## src/design/nss_pkg.sv

```systemverilog
// ----------------------------------------------------------------------------
// nss_pkg
// shared types and constants of the substring search block
// ----------------------------------------------------------------------------
package nss_pkg;

   localparam int CHAR_W = 8;
   localparam int ACT_W  = 2;
   localparam int POS_W  = 7;

   typedef enum logic [ACT_W-1:0] {
      ACT_PATTERN = 2'd0,
      ACT_TEXT    = 2'd1,
      ACT_SEARCH  = 2'd2
   } action_type;

   typedef enum logic [1:0] {
      SRCH_IDLE,
      SRCH_READ,
      SRCH_CMP,
      SRCH_HOLD
   } search_state_type;

   typedef struct packed {
      logic             busy;
      logic             done;
      logic             found;
      logic [POS_W-1:0] position;
   } search_status_type;

endpackage

```

## src/design/nss_if.sv

```systemverilog
// ----------------------------------------------------------------------------
// nss request and response channels
// valid/ready channels carrying the request and the search result
// ----------------------------------------------------------------------------
interface nss_req_if;
   logic                      valid;
   logic                      ready;
   logic [nss_pkg::ACT_W-1:0]  action;
   logic [nss_pkg::CHAR_W-1:0] char_in;

   modport source (output valid, output action, output char_in, input ready);
   modport sink   (input valid, input action, input char_in, output ready);
endinterface

interface nss_rsp_if;
   logic                      valid;
   logic                      ready;
   logic                      found;
   logic [nss_pkg::POS_W-1:0] position;
   logic                      overflow;

   modport source (output valid, output found, output position, output overflow,
                   input ready);
   modport sink   (input valid, input found, input position, input overflow,
                   output ready);
endinterface

```

## src/design/naive_substring_search_top.sv

```systemverilog
// ----------------------------------------------------------------------------
// naive_substring_search_top
// pattern and text stores with a first-occurrence search
// ----------------------------------------------------------------------------
//  channel  dir  payload                       transfer
//  req      in   action, char_in               valid && ready
//  rsp      out  found, position, overflow     valid && ready
//
//  an append is written on its transfer; a search is accepted, then steps
//  through each character compare as a registered store read and a compare,
//  and hands its result off to the rsp registers.
//  reset is synchronous and empties both stores; no clearing pass.
//  req is not ready while a search runs; appends and a new search are taken
//  while an earlier result still waits on rsp.
// ----------------------------------------------------------------------------
module naive_substring_search_top #(
   parameter int MAX_LEN = 128
) (
   input  logic     clock,
   input  logic     reset,
   nss_req_if.sink  req,
   nss_rsp_if.source rsp
);

   localparam int LW = $clog2(MAX_LEN + 1);
   localparam int AW = $clog2(MAX_LEN);

   logic [LW-1:0] plen_ff, plen_in;
   logic [LW-1:0] tlen_ff, tlen_in;
   logic          dropped_ff, dropped_in;

   logic                             rsp_valid_ff, rsp_valid_in;
   logic                             found_ff;
   logic [nss_pkg::POS_W-1:0]        position_ff;
   logic                             overflow_ff;

   logic                             xfer;
   logic                             nonzero;
   logic                             pat_wr, txt_wr;
   logic                             go;
   logic                             out_free;
   logic                             ack;
   logic [AW-1:0]                    text_addr, pat_addr;
   logic [nss_pkg::CHAR_W-1:0]       text_data, pat_data;
   nss_pkg::search_status_type       status;

   assign req.ready = !status.busy;
   assign xfer      = req.valid && req.ready;
   assign nonzero   = (req.char_in != '0);
   assign out_free  = !rsp_valid_ff || rsp.ready;
   assign ack       = status.done && out_free;

   always_comb begin
      pat_wr     = 1'b0;
      txt_wr     = 1'b0;
      go         = 1'b0;
      plen_in    = plen_ff;
      tlen_in    = tlen_ff;
      dropped_in = dropped_ff;
      if (xfer) begin
         case (req.action)
            nss_pkg::ACT_PATTERN: begin
               if (nonzero) begin
                  if (plen_ff == LW'(MAX_LEN)) begin
                     dropped_in = 1'b1;
                  end else begin
                     pat_wr  = 1'b1;
                     plen_in = plen_ff + LW'(1);
                  end
               end
            end
            nss_pkg::ACT_TEXT: begin
               if (nonzero) begin
                  if (tlen_ff == LW'(MAX_LEN)) begin
                     dropped_in = 1'b1;
                  end else begin
                     txt_wr  = 1'b1;
                     tlen_in = tlen_ff + LW'(1);
                  end
               end
            end
            nss_pkg::ACT_SEARCH: begin
               go = 1'b1;
            end
            default: begin
            end
         endcase
      end
      if (ack) begin
         plen_in    = '0;
         tlen_in    = '0;
         dropped_in = 1'b0;
      end
   end

   always_comb begin
      if (ack) begin
         rsp_valid_in = 1'b1;
      end else if (rsp.ready) begin
         rsp_valid_in = 1'b0;
      end else begin
         rsp_valid_in = rsp_valid_ff;
      end
   end

   always_ff @(posedge clock) begin
      if (reset) begin
         plen_ff      <= '0;
         tlen_ff      <= '0;
         dropped_ff   <= 1'b0;
         rsp_valid_ff <= 1'b0;
      end else begin
         plen_ff      <= plen_in;
         tlen_ff      <= tlen_in;
         dropped_ff   <= dropped_in;
         rsp_valid_ff <= rsp_valid_in;
      end
   end

   always_ff @(posedge clock) begin
      if (ack) begin
         found_ff    <= status.found;
         position_ff <= status.position;
         overflow_ff <= dropped_ff;
      end
   end

   nss_store #(
      .DEPTH (MAX_LEN),
      .AW    (AW)
   ) u_pat_store (
      .clock   (clock),
      .wr_en   (pat_wr),
      .wr_addr (plen_ff[AW-1:0]),
      .wr_data (req.char_in),
      .rd_addr (pat_addr),
      .rd_data (pat_data)
   );

   nss_store #(
      .DEPTH (MAX_LEN),
      .AW    (AW)
   ) u_txt_store (
      .clock   (clock),
      .wr_en   (txt_wr),
      .wr_addr (tlen_ff[AW-1:0]),
      .wr_data (req.char_in),
      .rd_addr (text_addr),
      .rd_data (text_data)
   );

   nss_search #(
      .LW      (LW),
      .AW      (AW)
   ) u_search (
      .clock     (clock),
      .reset     (reset),
      .go        (go),
      .plen      (plen_ff),
      .tlen      (tlen_ff),
      .text_data (text_data),
      .pat_data  (pat_data),
      .ack       (ack),
      .text_addr (text_addr),
      .pat_addr  (pat_addr),
      .status    (status)
   );

   assign rsp.valid    = rsp_valid_ff;
   assign rsp.found    = found_ff;
   assign rsp.position = position_ff;
   assign rsp.overflow = overflow_ff;

endmodule

```

## src/design/nss_store.sv

```systemverilog
// ----------------------------------------------------------------------------
// nss_store
// character memory, one write port and one registered read port
// ----------------------------------------------------------------------------
module nss_store #(
   parameter int DEPTH = 128,
   parameter int AW    = 7
) (
   input  logic                       clock,
   input  logic                       wr_en,
   input  logic [AW-1:0]              wr_addr,
   input  logic [nss_pkg::CHAR_W-1:0] wr_data,
   input  logic [AW-1:0]              rd_addr,
   output logic [nss_pkg::CHAR_W-1:0] rd_data
);

   logic [nss_pkg::CHAR_W-1:0] mem [DEPTH];
   logic [nss_pkg::CHAR_W-1:0] rd_data_ff;

   always_ff @(posedge clock) begin
      if (wr_en) begin
         mem[wr_addr] <= wr_data;
      end
   end

   always_ff @(posedge clock) begin
      rd_data_ff <= mem[rd_addr];
   end

   assign rd_data = rd_data_ff;

endmodule

```

## src/design/nss_search.sv

```systemverilog
// ----------------------------------------------------------------------------
// nss_search
// search sequencer: walks start positions and pattern offsets through one
// shared character comparator
// ----------------------------------------------------------------------------
module nss_search #(
   parameter int LW      = 8,
   parameter int AW      = 7
) (
   input  logic                        clock,
   input  logic                        reset,
   input  logic                        go,
   input  logic [LW-1:0]               plen,
   input  logic [LW-1:0]               tlen,
   input  logic [nss_pkg::CHAR_W-1:0]  text_data,
   input  logic [nss_pkg::CHAR_W-1:0]  pat_data,
   input  logic                        ack,
   output logic [AW-1:0]               text_addr,
   output logic [AW-1:0]               pat_addr,
   output nss_pkg::search_status_type  status
);

   nss_pkg::search_state_type state_ff, state_in;
   logic [LW-1:0] start_ff, start_in;
   logic [LW-1:0] k_ff, k_in;
   logic          found_ff, found_in;

   logic [LW-1:0] text_sum;
   logic [LW-1:0] k_inc;
   logic [LW-1:0] start_end;
   logic [LW+nss_pkg::POS_W-1:0] start_ext;

   assign text_sum  = start_ff + k_ff;
   assign k_inc     = k_ff + LW'(1);
   assign start_end = start_ff + plen;
   assign start_ext = {{nss_pkg::POS_W{1'b0}}, start_ff};

   assign text_addr = text_sum[AW-1:0];
   assign pat_addr  = k_ff[AW-1:0];

   always_ff @(posedge clock) begin
      if (reset) begin
         state_ff <= nss_pkg::SRCH_IDLE;
      end else begin
         state_ff <= state_in;
      end
   end

   always_ff @(posedge clock) begin
      start_ff <= start_in;
      k_ff     <= k_in;
      found_ff <= found_in;
   end

   always_comb begin
      state_in = state_ff;
      start_in = start_ff;
      k_in     = k_ff;
      found_in = found_ff;
      case (state_ff)
         nss_pkg::SRCH_IDLE: begin
            start_in = '0;
            k_in     = '0;
            if (go) begin
               if (plen == '0) begin
                  found_in = 1'b1;
                  state_in = nss_pkg::SRCH_HOLD;
               end else if (plen > tlen) begin
                  found_in = 1'b0;
                  state_in = nss_pkg::SRCH_HOLD;
               end else begin
                  state_in = nss_pkg::SRCH_READ;
               end
            end
         end
         nss_pkg::SRCH_READ: begin
            state_in = nss_pkg::SRCH_CMP;
         end
         nss_pkg::SRCH_CMP: begin
            if (text_data == pat_data) begin
               if (k_inc == plen) begin
                  found_in = 1'b1;
                  state_in = nss_pkg::SRCH_HOLD;
               end else begin
                  k_in     = k_inc;
                  state_in = nss_pkg::SRCH_READ;
               end
            end else if (start_end == tlen) begin
               found_in = 1'b0;
               start_in = '0;
               state_in = nss_pkg::SRCH_HOLD;
            end else begin
               start_in = start_ff + LW'(1);
               k_in     = '0;
               state_in = nss_pkg::SRCH_READ;
            end
         end
         nss_pkg::SRCH_HOLD: begin
            if (ack) begin
               state_in = nss_pkg::SRCH_IDLE;
            end
         end
         default: begin
            state_in = nss_pkg::SRCH_IDLE;
         end
      endcase
   end

   always_comb begin
      status.busy     = (state_ff != nss_pkg::SRCH_IDLE);
      status.done     = (state_ff == nss_pkg::SRCH_HOLD);
      status.found    = found_ff;
      status.position = start_ext[nss_pkg::POS_W-1:0];
   end

endmodule

```

## src/flat_wrapper.sv

```systemverilog
// flat-port wrapper written by rule: the top's interface ports become plain ports
module naive_substring_search_top_flat 
#(
   parameter int MAX_LEN = 128
)
  (clock, reset, req_valid, req_action, req_char_in, req_ready, rsp_valid, rsp_found, rsp_position, rsp_overflow, rsp_ready);
  nss_req_if req_i ();
  nss_rsp_if rsp_i ();
  input  logic clock;
  input  logic reset;
  input wire logic [$bits(req_i.valid)-1:0] req_valid;
  input wire logic [$bits(req_i.action)-1:0] req_action;
  input wire logic [$bits(req_i.char_in)-1:0] req_char_in;
  output wire logic [$bits(req_i.ready)-1:0] req_ready;
  output wire logic [$bits(rsp_i.valid)-1:0] rsp_valid;
  output wire logic [$bits(rsp_i.found)-1:0] rsp_found;
  output wire logic [$bits(rsp_i.position)-1:0] rsp_position;
  output wire logic [$bits(rsp_i.overflow)-1:0] rsp_overflow;
  input wire logic [$bits(rsp_i.ready)-1:0] rsp_ready;
  assign req_i.valid = req_valid;
  assign req_i.action = req_action;
  assign req_i.char_in = req_char_in;
  assign req_ready = req_i.ready;
  assign rsp_valid = rsp_i.valid;
  assign rsp_found = rsp_i.found;
  assign rsp_position = rsp_i.position;
  assign rsp_overflow = rsp_i.overflow;
  assign rsp_i.ready = rsp_ready;
  naive_substring_search_top #(.MAX_LEN(MAX_LEN)) u_core (.clock(clock), .reset(reset), .req(req_i), .rsp(rsp_i));
endmodule
```

## config.mk

```make
export PLATFORM = sky130hd
export DESIGN_NAME = naive_substring_search_top_flat
export DESIGN_NICKNAME = d
export VERILOG_FILES = /design/src/design/nss_pkg.sv /design/src/design/nss_if.sv /design/src/design/naive_substring_search_top.sv /design/src/design/nss_store.sv /design/src/design/nss_search.sv /design/src/flat_wrapper.sv
export SDC_FILE = /design/constraint.sdc
export NUM_CORES = 2
export LEC_CHECK = 0
export BUFFER_PORTS_ARGS = -buffer_cell sky130_fd_sc_hd__buf_2
export CAP_MARGIN = 40
export CORE_ASPECT_RATIO = 1.2
export CORE_MARGIN = 8
export CORE_UTILIZATION = 50
export DETAILED_ROUTE_END_ITERATION = 10
export MAX_ROUTING_LAYER = met4
export PLACE_DENSITY = 0.78
export SKIP_LAST_GASP = 1
export SYNTH_ARGS = -nofsm -noshare
export SYNTH_HDL_FRONTEND = slang
export SYNTH_HIERARCHICAL = 1
export SYNTH_SLANG_ARGS = --single-unit
```

## constraint.sdc

```tcl
create_clock -name clock -period 3.6 [get_ports clock]
set_input_delay 0.18 -clock clock [delete_from_list [all_inputs] [get_ports clock]]
set_output_delay 0.18 -clock clock [all_outputs]
set_load 0.01 [all_outputs]
```

==> impl_metrics.json <==
{
  "status": "complete, but fails checks",
  "violations": "setup timing",
  "cp.arrival_ns": 4.40,
  "p_per_area_mw_per_mm2": 790,
  "ys.flop_type": "edfxtp_1",
  "grt_start_max_net_pins": 202,
  "ant_nets": 0,
  "dr.pass1.iters": 8,
  "clk_root_buffer_cell": "clkbuf_16",
  "yosysSeqAreaShare": 0.759,
  "synth_area_sq_mm": 0.0830,
  "fmax_mhz": 271,
  "initial_utilization": 0.501,
  "finalHoldViolations": 0,
  "ff2ff_setup_slack_ns": -0.09,
  "period_minus_slack_ns": 3.69,
  "grt_setup_unrepaired": "yes",
  "cts_tree": "done",
  "io_pins": 25,
  "clk_latency_ns": 0.84,
  "area_growth_pct": 14.9,
  "synth_edf_count": 2074,
  "grt_pass1_wl_mm": 292,
  "grt_overflow": 0,
  "viasPerCell": 6.41,
  "peakVddDrop_uv": 778,
  "fin_nets": 4162,
  "vias": 41300,
  "dpl.hpwl_mm": 116,
  "startpoint": "u_core/u_search/start_ff[0]",
  "drcViolationCount": 0,
  "placed_cell_area_sq_mm": 0.0886,
  "reg2reg_to": "u_core/u_txt_store/rd_data[0]",
  "path_class": "flop to flop",
  "cp_max_fo": 34,
  "yosysUniqueCellTypes": 66,
  "yosys_warnings": 6,
  "fin_cells": 6442,
  "cts_num_sinks": 2110,
  "relSlewSlack": 0.320,
  "max_cap_violations": 0,
  "place_inst": 6065,
  "coreArea_sq_mm": 0.166,
  "die_area_sq_mm": 0.179,
  "rows": 164,
  "tightest_slew_ns": 1.02,
  "cts_buffer_depth": 3,
  "cp-end-kind": "flop",
  "io_buffers": 24,
  "gp_congestion": 0.858,
  "hp-class": "primary input to flop",
  "rr_startpoint": "u_core/u_search/start_ff[0]",
  "start_kind": "flop",
  "drive_gt1_frac": 0.340,
  "syn_avg_cell_area_sq_um": 22.6,
  "wl_mm": 201,
  "fin_ws_ns": -0.0885,
  "grt_pass1_vias": 42200,
  "required_ns": 4.31,
  "skew_ns": 0.0571,
  "period_share": 1.02,
  "die_height_microns": 462,
  "synthCells": 3677,
  "ys_ff_latch": 2110,
  "htreeDepth": 4,
  "antenna_found_initial": 3,
  "crit_path_end": "u_core/u_txt_store/rd_data[0]",
  "dr.first_iter.drc_count": 5281,
  "die_w_microns": 388,
  "grt_usage": 0.228,
  "setup-violations-final": 8,
  "r2r_cells": 10,
  "final.setup.tns_ns": -0.546,
  "synth_fp_nets": 3720,
  "leakagePower_nw": 29.6,
  "synthArstFlopShare": 0,
  "slew_violations": 0,
  "clk_pin_slew_ns": 0.07,
  "final_area_sq_mm": 0.0954,
  "wl_per_cell_microns": 31.3,
  "cts_made_buffers": 196,
  "post-route-util": 0.575
}
==> layer usage <==
layer | part of all wire | up-vias | global-route usage
met5 | 0 | - | -
met3 | 0.091 | 512 | 0.0395
met4 | 0.041 | 0 | 0.0836
li1 | - | 16400 | -
met2 | 0.52 | 2613 | 0.386
met1 | 0.35 | 21800 | 0.277
==> synthesized netlist by cell type (6+ instances only) <==
| master | instances | share of area |
|---|---|---|
| a21oi_2 | 6 | 0.00063 |
| buf_2 | 31 | 0.0019 |
| nor3_1 | 19 | 0.0011 |
| mux4_2 | 672 | 0.18 |
| buf_4 | 37 | 0.0033 |
| a21oi_1 | 26 | 0.0016 |
| nand4_1 | 16 | 0.0012 |
| o31ai_1 | 6 | 0.00054 |
| dfxtp_1 | 36 | 0.0087 |
| nand3_1 | 42 | 0.0025 |
| inv_1 | 28 | 0.0013 |
| or3_1 | 6 | 0.00045 |
| mux2_2 | 17 | 0.0023 |
| nand2b_1 | 11 | 0.00083 |
| clkbuf_1 | 92 | 0.0042 |
| nand2_1 | 49 | 0.0022 |
| o21ai_0 | 13 | 0.00078 |
| nor2b_1 | 22 | 0.0017 |
| or4_1 | 11 | 0.00099 |
| a21o_1 | 7 | 0.00063 |
| ha_1 | 27 | 0.0041 |
| nor2_1 | 276 | 0.012 |
| xnor2_1 | 19 | 0.0020 |
| edfxtp_1 | 2074 | 0.75 |
| buf_1 | 36 | 0.0016 |
| xor2_1 | 19 | 0.0020 |
==> worst max-delay path, cell delays in order (launching register included) <==
cell	delay [ns]
edfxtp_1	0.41
ha_4	0.15
inv_1	0.05
fa_2	0.39
xnor2_4	0.26
buf_12	0.25
buf_12	0.26
mux4_2	0.34
mux4_2	0.54
mux4_2	0.56
mux2_2	0.30
==> worst min-delay path by stage <==
stage                     slack, ns  cells past startpoint                startpoint                             to
after floorplan                0.25                      1                     reset               u_core/rsp.valid
final                          0.04                      2            req_char_in[5]  u_core/u_txt_store/mem[23][5]
after CTS                      0.01                      2            req_char_in[5]  u_core/u_txt_store/mem[23][5]
after detailed placement       0.45                      0  u_core/u_search/found_ff               u_core/rsp.found
after global routing           0.04                      2            req_char_in[5]  u_core/u_txt_store/mem[23][5]
after global placement         0.43                      0  u_core/u_search/found_ff               u_core/rsp.found
==> cell usage in the layout, fill, tap and decap left out, types with 16 or more instances in the layout <==
cell type / n
edfxtp_1: 2074
clkinv_2: 40
xor2_1: 18
ha_1: 26
buf_4: 364
xnor2_1: 16
nand3_1: 42
a21oi_1: 26
clkbuf_16: 196
nor3_1: 19
dfxtp_1: 36
clkbuf_1: 23
buf_12: 34
bufinv_16: 25
mux4_2: 672
nor2b_1: 22
inv_1: 27
nand4_1: 16
clkinvlp_4: 17
nand2_1: 49
nor2_1: 276
clkinv_1: 31
buf_2: 16
mux2_2: 17
==> state kept, by name, summed over array words and instances (netlist names) <==
register                    flops
u_core/plen_ff                  8
u_core/rsp.valid                1
u_core/u_search/k_ff            8
u_core/u_txt_store/mem       1024
u_core/dropped_ff               1
u_core/u_search/state_ff        2
u_core/u_pat_store/rd_data      8
u_core/tlen_ff                  8
u_core/rsp.found                1
u_core/u_txt_store/rd_data      8
u_core/u_pat_store/mem       1024
u_core/rsp.overflow             1
u_core/rsp.position             7
u_core/u_search/start_ff        8
u_core/u_search/found_ff        1
==> cells by family after synthesis <==
kind of cell | share of synthesized area
buf+inv | 0.0129
xor+xnor | 0.00428
flops | 0.759
mux | 0.185
fa+ha+maj | 0.00455
simple gates | 0.0264
compound gates | 0.00812
==> power by group <==
part | internal, mW | switching, mW | leakage, nW
clock network | 11.9 | 9.14 | 3.17
logic | 13.6 | 13.1 | 7.44
registers | 27.3 | 0.332 | 19.0
total | 52.8 | 22.5 | 29.6
==> layout make-up <==
class	count	area [sq um]
clock buffers	223	5050
multi-input cells	1339	19000
diodes	6	15.0
clock inverters	134	1480
repair buffers	444	4020
flip-flops and latches	2110	63000
well taps	2158	2700
inverters	28	108
fillers	11300	70400
==> stage by stage <==
step	hold slack (ns)	total power, mW	setup WS [ns]
floorplan	0.249	45.7	0.00832
global placement	0.432	53.5	-0.0565
detailed placement	0.453	54.0	-0.0375
CTS	0.0104	75.6	-0.0547
global route	0.0371	77.4	-0.110
finish	0.0400	75.4	-0.0885
==> timing repair <==
item / in CTS / in global routing
setup endpoints to repair: 8 / 16
pin swaps: 1 / 0
hold buffers: 9 / 0
resized for setup: 7 / 2
cloned: 2 / 0
setup buffers: 2 / 0
hold endpoints to repair: 87 / 0
No activity file was read; power rests on OpenSTA's default activity.
